## config.mk

```make
export PLATFORM = sky130hd
export DESIGN_NAME = ppp_div
export DESIGN_NICKNAME = d
export VERILOG_FILES = /design/src/rtl/core/ppp_pkg.sv /design/src/rtl/core/ppp_div.sv
export SDC_FILE = /design/constraint.sdc
export NUM_CORES = 2
export LEC_CHECK = 0
export ABC_AREA = 1
export BUFFER_PORTS_ARGS = -buffer_cell sky130_fd_sc_hd__buf_4
export CORE_UTILIZATION = 59
export DETAILED_ROUTE_END_ITERATION = 10
export HOLD_SLACK_MARGIN = 0.08
export PLACE_DENSITY = 0.81
export SLEW_MARGIN = 20
export SYNTH_ARGS = -nofsm -noshare
export SYNTH_HDL_FRONTEND = slang
export SYNTH_SLANG_ARGS = --single-unit
```

## constraint.sdc

```tcl
create_clock -name clock -period 2.66 [get_ports clock]
set_input_delay 0.266 -clock clock [delete_from_list [all_inputs] [get_ports clock]]
set_output_delay 0.266 -clock clock [all_outputs]
set_load 0.005 [all_outputs]
```

## src/rtl/core/ppp_pkg.sv

```systemverilog
// Shared widths, register codes, pixel modes and config bundle for the point projector.
// No dependencies; every other file in rtl/core imports this package.
package ppp_pkg;

   localparam int LANE_W  = 16;   // Q8.8 coordinate or Q1.14 basis lane
   localparam int DIFF_W  = 17;   // point minus origin
   localparam int PROD_W  = 33;   // one lane product
   localparam int DOT_W   = 34;   // three-term dot product, Q.22
   localparam int REG_W   = 48;   // packed three-lane register
   localparam int SIZE_W  = 15;   // focal length and viewport sizes
   localparam int NUM_W   = 50;   // signed numerator
   localparam int DEN_W   = 48;   // unsigned denominator
   localparam int PIX_W   = 10;   // output pixel fields
   localparam int ADDR_W  = 3;    // config register index

   localparam int DEPTH_LIMIT = 4194;   // 0.001 in Q.22

   localparam int SCREEN_WIDTH_DEF  = 1024;
   localparam int SCREEN_HEIGHT_DEF = 768;

   typedef enum logic [ADDR_W-1:0] {
      REG_ORIGIN      = 3'd0,
      REG_BASIS_RIGHT = 3'd1,
      REG_BASIS_UP    = 3'd2,
      REG_BASIS_BACK  = 3'd3,
      REG_FOCAL       = 3'd4,
      REG_VIEW_W      = 3'd5,
      REG_VIEW_H      = 3'd6
   } reg_idx_type;

   typedef enum logic [1:0] {
      PIX_CALC,
      PIX_ZERO,
      PIX_MAX
   } pix_mode_type;

   typedef struct packed {
      logic [REG_W-1:0]  origin;
      logic [REG_W-1:0]  right;
      logic [REG_W-1:0]  up;
      logic [REG_W-1:0]  back;
      logic [SIZE_W-1:0] focal;
      logic [SIZE_W-1:0] view_w;
      logic [SIZE_W-1:0] view_h;
   } cfg_type;

   function automatic logic signed [LANE_W-1:0] lane(input logic [REG_W-1:0] r,
                                                      input int unsigned idx);
      return r[idx*LANE_W +: LANE_W];
   endfunction

endpackage

```

## src/rtl/core/ppp_div.sv

```systemverilog
// Pipelined restoring divider, one quotient bit per stage, MSB first.
// Depends on ppp_pkg.
module ppp_div #(
   parameter int QW = 10,
   parameter int NW = ppp_pkg::NUM_W - 1 + QW
) (
   input  logic                        clock,
   input  logic [QW-1:0]               en,
   input  logic [NW-1:0]               num,
   input  logic [ppp_pkg::DEN_W-1:0]   den,
   input  ppp_pkg::pix_mode_type       mode_i,
   output logic [QW-1:0]               quot,
   output ppp_pkg::pix_mode_type       mode_o
);
   import ppp_pkg::*;

   logic [NW-1:0]    rem_ff  [QW];
   logic [QW-1:0]    q_ff    [QW];
   logic [DEN_W-1:0] den_ff  [QW];
   pix_mode_type     mode_ff [QW];

   for (genvar s = 0; s < QW; s++) begin : g_step
      localparam int B = QW - 1 - s;
      logic [NW-1:0]    rem_prev;
      logic [QW-1:0]    q_prev;
      logic [DEN_W-1:0] den_prev;
      pix_mode_type     mode_prev;
      logic [NW-1:0]    trial;
      logic             fits;

      if (s == 0) begin : g_first
         assign rem_prev  = num;
         assign q_prev    = '0;
         assign den_prev  = den;
         assign mode_prev = mode_i;
      end else begin : g_next
         assign rem_prev  = rem_ff[s-1];
         assign q_prev    = q_ff[s-1];
         assign den_prev  = den_ff[s-1];
         assign mode_prev = mode_ff[s-1];
      end

      assign trial = NW'(den_prev) << B;
      assign fits  = rem_prev >= trial;

      always_ff @(posedge clock) begin
         if (en[s]) begin
            rem_ff[s]  <= fits ? rem_prev - trial : rem_prev;
            q_ff[s]    <= fits ? (q_prev | (QW'(1) << B)) : q_prev;
            den_ff[s]  <= den_prev;
            mode_ff[s] <= mode_prev;
         end
      end
   end

   assign quot   = q_ff[QW-1];
   assign mode_o = mode_ff[QW-1];

endmodule

```

==> results.toml, run 1 <==
[global_routing]
grt_overflow = 27
grt_max_degree = 119
grt_usage = 0.669
antenna_found_initial = 63

[floorplanning]
fp.dieW_um = 373
rows = 135
die_h_um = 373
start_util = 0.597
num_io_pins = 132

[yosys]
ys_ff_latch = 1038
avgSynthCellArea_um2 = 6.71
synth_cell_type_count = 41
yosysMostFrequentCell = "nand2_1"
ys_seq_area_frac = 0.383
synth_area_leader_cell = "edfxtp_1"
ys.flop_type = "edfxtp_1"
synth_edf_count = 1038
synth_top_area_frac = 0.383
synthCells = 12100
yosys_warnings = 0
synth_common_cells = "nand2_1, inv_1, edfxtp_1"
netlist_area_um2 = 81300
synth_fp_nets = 12700
synthArstFlopShare = 0
synth.area.top_cells = "edfxtp_1, nand2_1, inv_1, ha_1, nor2_1"

[clocking]
htree_levels = 3
clockRootBuffer = "clkbuf_16"
cts_sinks = 1038
cts_buffer_depth = 3
numCtsBuffers = 113

[outcome]
status = "did not finish"
haltStage = "5_1_grt"
error = "[ERROR GRT-0232] Routing congestion too high. Check the congestion heatmap in the GUI."

[place]
post-dp-hpwl_mm = 276
placed_cells = 15200
pre_cts_ws_ns = -0.389
gp_congestion = 1.10
port_buffers = 131

[timing]
endpoint_type = "sequential cell input"
worst_endpoint = "rem_ff[2][40]$_DFFE_PP_/D"
==> what timing repair did <==
item / CTS
pin swaps: 65
gates cloned: 5
endpoints found under the hold margin: 319
resized for setup: 309
hold buffers: 118
setup endpoints to repair: 427
buffers inserted: 156
==> layer usage <==
layer,overflow,global-route usage
met1,0,0.697
met2,10,0.867
met3,1,0.440
met4,16,0.647
met5,0,0.234
==> logic make-up after synthesis <==
kind of cell	Yosys count	synth area share
AOI/OAI and AO/OA	490	0.0328
adders and majority gates	489	0.0761
buffers and inverters	2819	0.133
xor gates and xnor gates	244	0.0263
DFF	1038	0.383
and+or+nand+nor	7033	0.348
==> stage by stage <==
step / util / TNS [ns] / area (um^2)
2_1_floorplan: - / 0 / 81300
3_3_place_gp: 0.691 / -48.15 / 94100
3_5_place_dp: 0.691 / -49.12 / 94100
4_1_cts: 0.752 / -0.0163 / 102000
==> run 2, diff against run 1 <==
--- a/config.mk
+++ b/config.mk
@@ -7,10 +7,9 @@
 export LEC_CHECK = 0
 export ABC_AREA = 1
 export BUFFER_PORTS_ARGS = -buffer_cell sky130_fd_sc_hd__buf_4
-export CORE_UTILIZATION = 59
+export CORE_UTILIZATION = 40
 export DETAILED_ROUTE_END_ITERATION = 10
-export HOLD_SLACK_MARGIN = 0.08
-export PLACE_DENSITY = 0.81
+export PLACE_DENSITY_LB_ADDON = 0.15
 export SLEW_MARGIN = 20
 export SYNTH_ARGS = -nofsm -noshare
 export SYNTH_HDL_FRONTEND = slang
==> constraint.sdc (replaced) <==
create_clock -name clock -period 3.46 [get_ports clock]
set_input_delay 0.346 -clock clock [delete_from_list [all_inputs] [get_ports clock]]
set_output_delay 0.346 -clock clock [all_outputs]
set_load 0.005 [all_outputs]
==> run 2 against run 1 <==
Net effect:
- the flow now finishes without violations
- synthesized area unchanged
- synthesized cell count stayed put
==> results.toml, run 2 <==
[yosys]
netlist_area_um2 = 81300
synth_fa_ha_area_frac = 0.0761
synthSimpleGateAreaFrac = 0.348
synth-compound-area-share = 0.0328
synthCells = 12100
synth_top_family_by_area = "simple AND/OR/NAND/NOR gates"
synth_top_area_frac = 0.383
muxShareOfSynthArea = 0
ys.flop_type = "edfxtp_1"
synth_edf_count = 1038
synth_common_cells = "nand2_1, inv_1, edfxtp_1"
ys_ff_latch = 1038
ys_seq_area_frac = 0.383
synth.area.top_cells = "edfxtp_1, nand2_1, inv_1, ha_1, nor2_1"
yosys_warnings = 0
synth_cell_type_count = 41
synth-xor-area-share = 0.0263
synth_area_leader_cell = "edfxtp_1"
yosysMostFrequentCell = "nand2_1"
synthArstFlopShare = 0
synth_fp_nets = 12700
avgSynthCellArea_um2 = 6.71

[clocking]
cts_sinks = 1038
numCtsBuffers = 121
cts_tree = "built"
path_clk_slew_ns = 0.07
cts_buffer_depth = 3
clock_latency_ns = 0.82
clockRootBuffer = "clkbuf_16"
htree_levels = 3

[power_and_ir_drop]
powerDensity_nw_per_um2 = 776
internal_power_mw = 38.1
leakage_nw = 49.7
irDropWorstVdd_v = 0.000501
pwr-share-seq = 0.296
p_clk_frac = 0.197
combinationalPowerShare = 0.507
p_sw_mw = 34.3
switching_share = 0.473

[min_path]
holdPathStages = 1
hold_start = "en[8]"
hold_path_end = "rem_ff[8][24]$_DFFE_PP_"
hold_class = "in -> reg"

[timing]
slew_headroom = 0.397
finalCritPeriodShare = 0.948
finalSetupViolCount = 0
final_hold_viol_count = 0
slew_viol_final = 0
timing.final.ws_setup_ns = 0.181
setup_tns_ns = 0
rsz0062_at_grt = "no"
worst_slew_pin_slew_ns = 0.904
period_needed_ns = 3.28
skew_ns = 0.0577
fmax_mhz = 305

[global_routing]
grtUsageMet2 = 0.601
grt_pass1_vias = 74100
antenna_found_initial = 18
grt_max_degree = 111
busiest_layer = "met2"
use_met1 = 0.412
grt_pass1_wl_mm = 508
grt_usage = 0.343
grt_overflow = 0
use_met3 = 0.0431

[critical_path]
crit_chain = "inv_1, ha_1, nand2_2, nor2_4, nand4_1, nor2_2, nand2_1, nand2_1, nor2_1, nand3_2, buf_8, o21ai_0"
start_kind = "flip-flop"
r2r_cells = 12
r2r_end = "rem_ff[3][6]$_DFFE_PP_"
critPathMaxFanout = 40
slowest_delay_ns = 0.63
required_ns = 4.00
critPathCaptureType = "flip-flop"
worstPathArrival_ns = 3.82
crit_slowest_cell = "nand4_1"
r2r_slack_ns = 0.18
crit_top_cell = "nand2_1"
r2r-start = "den_ff[2][8]$_DFFE_PP_"
crit_type = "reg -> reg"

[final_layout]
largest_registers = "rem_ff x531, den_ff x432, q_ff x55"
nets = 13300
mostFrequentLayoutCells = "nand2_1, inv_1, edfxtp_1"
area_delta_synth_final_pct = 14.7
layout_commonest_cell = "nand2_1"
largest_reg_flops = 531
finalInstanceArea_um2 = 93300
top_register = "rem_ff"
finalCoreUtilization = 0.461
nFillCells = 21100
drive_gt1_frac = 0.0556

[place]
gp_congestion = 0.994
postPlaceCellArea_um2 = 87700
port_buffers = 131
pre_cts_ws_ns = -0.847
post-dp-hpwl_mm = 309

[drt]
drtIter0Drc = 7181
drc_errors = 0
viasPerCell = 4.99
drtPass1Iterations = 6
postRouteAntennaNets = 0
vias = 77200
drt-total-wl_mm = 357
wl_per_cell_um = 23.1

[floorplanning]
start_util = 0.402
fp.dieW_um = 453
placeableCoreArea_um2 = 202000
num_io_pins = 132
rows = 165
die_h_um = 453
die_area_um2 = 205000

[job]
drv_cap = 0

[outcome]
status = "completed"
==> run 2: cell counts after synthesis <==
Identical to the previous run, type by type.
==> run 2: metrics by stage <==
stage | power, mW | std cells | hold WS, ns
2_1_floorplan | 42.0 | 12100 | 0.400
3_3_place_gp | 57.6 | 15100 | 0.402
3_5_place_dp | 57.5 | 15100 | 0.405
4_1_cts | 72.1 | 15500 | 0.0156
5_1_grt | 76.7 | 15500 | 0.0605
6_report | 72.4 | 15500 | 0.0551
==> run 2: critical path: cells and delay by family (launching register included) <==
kind            cells  cell delay, ns
simple gates        8            1.68
fa+ha+maj           1            0.37
compound gates      1            0.14
flops               1            0.43
buf+inv             2            0.35
==> run 2: area by class of cell <==
class | count | area (um^2) | share of cell area
clock inverter | 93 | 1300 | 0.0140
multi-input combinational | 8256 | 39400 | 0.422
clock buffer | 135 | 3080 | 0.0330
antenna | 6 | 15.0 | 0.000161
tap | 2672 | 3340 | 0.0358
inverter | 2728 | 10200 | 0.110
sequential | 1038 | 31200 | 0.334
timing repair buffer | 536 | 4750 | 0.0509
==> run 2: cell families after synthesis <==
group / after synthesis
xor gates and xnor gates: 244
adders and majority gates: 489
and+or+nand+nor: 7033
DFF: 1038
buffers and inverters: 2819
AOI/OAI and AO/OA: 490
==> run 2: power by group through the flow <==
stage	logic (mW)	clock network [mW]	registers [mW]
2_1_floorplan	22.8	0	19.1
3_3_place_gp	36.0	0	21.7
3_5_place_dp	35.9	0	21.6
4_1_cts	36.2	14.5	21.4
5_1_grt	40.4	14.9	21.4
6_report	36.7	14.3	21.4
==> run 2: repair_timing <==
item | in CTS | in global routing
setup buffers | 1 | 2
hold buffers | 111 | 0
endpoints found under the hold margin | 124 | 0
resized for setup | 3 | 7
pin swaps | 2 | 3
setup endpoints to repair | 54 | 59
==> run 2: worst max path at each step <==
stage / from / end / cells past startpoint
final: den_ff[2][8]$_DFFE_PP_ / rem_ff[3][6]$_DFFE_PP_ / 12
after global placement: rem_ff[2][15]$_DFFE_PP_ / rem_ff[3][24]$_DFFE_PP_ / 12
after global routing: den_ff[2][6]$_DFFE_PP_ / rem_ff[3][6]$_DFFE_PP_ / 12
after CTS: rem_ff[2][15]$_DFFE_PP_ / rem_ff[3][6]$_DFFE_PP_ / 11
after detailed placement: rem_ff[2][15]$_DFFE_PP_ / rem_ff[3][6]$_DFFE_PP_ / 11
after floorplan: rem_ff[1][7]$_DFFE_PP_ / rem_ff[2][20]$_DFFE_PP_ / 16
==> run 2: routing by layer <==
layer  routed length, um  vias to the layer above
met5                  69                        -
met1              142000                    35800
met2              173000                     2618
met4               20400                       10
li1                    -                    38100
met3               21200                      602
(Power assumes the default switching activity.)
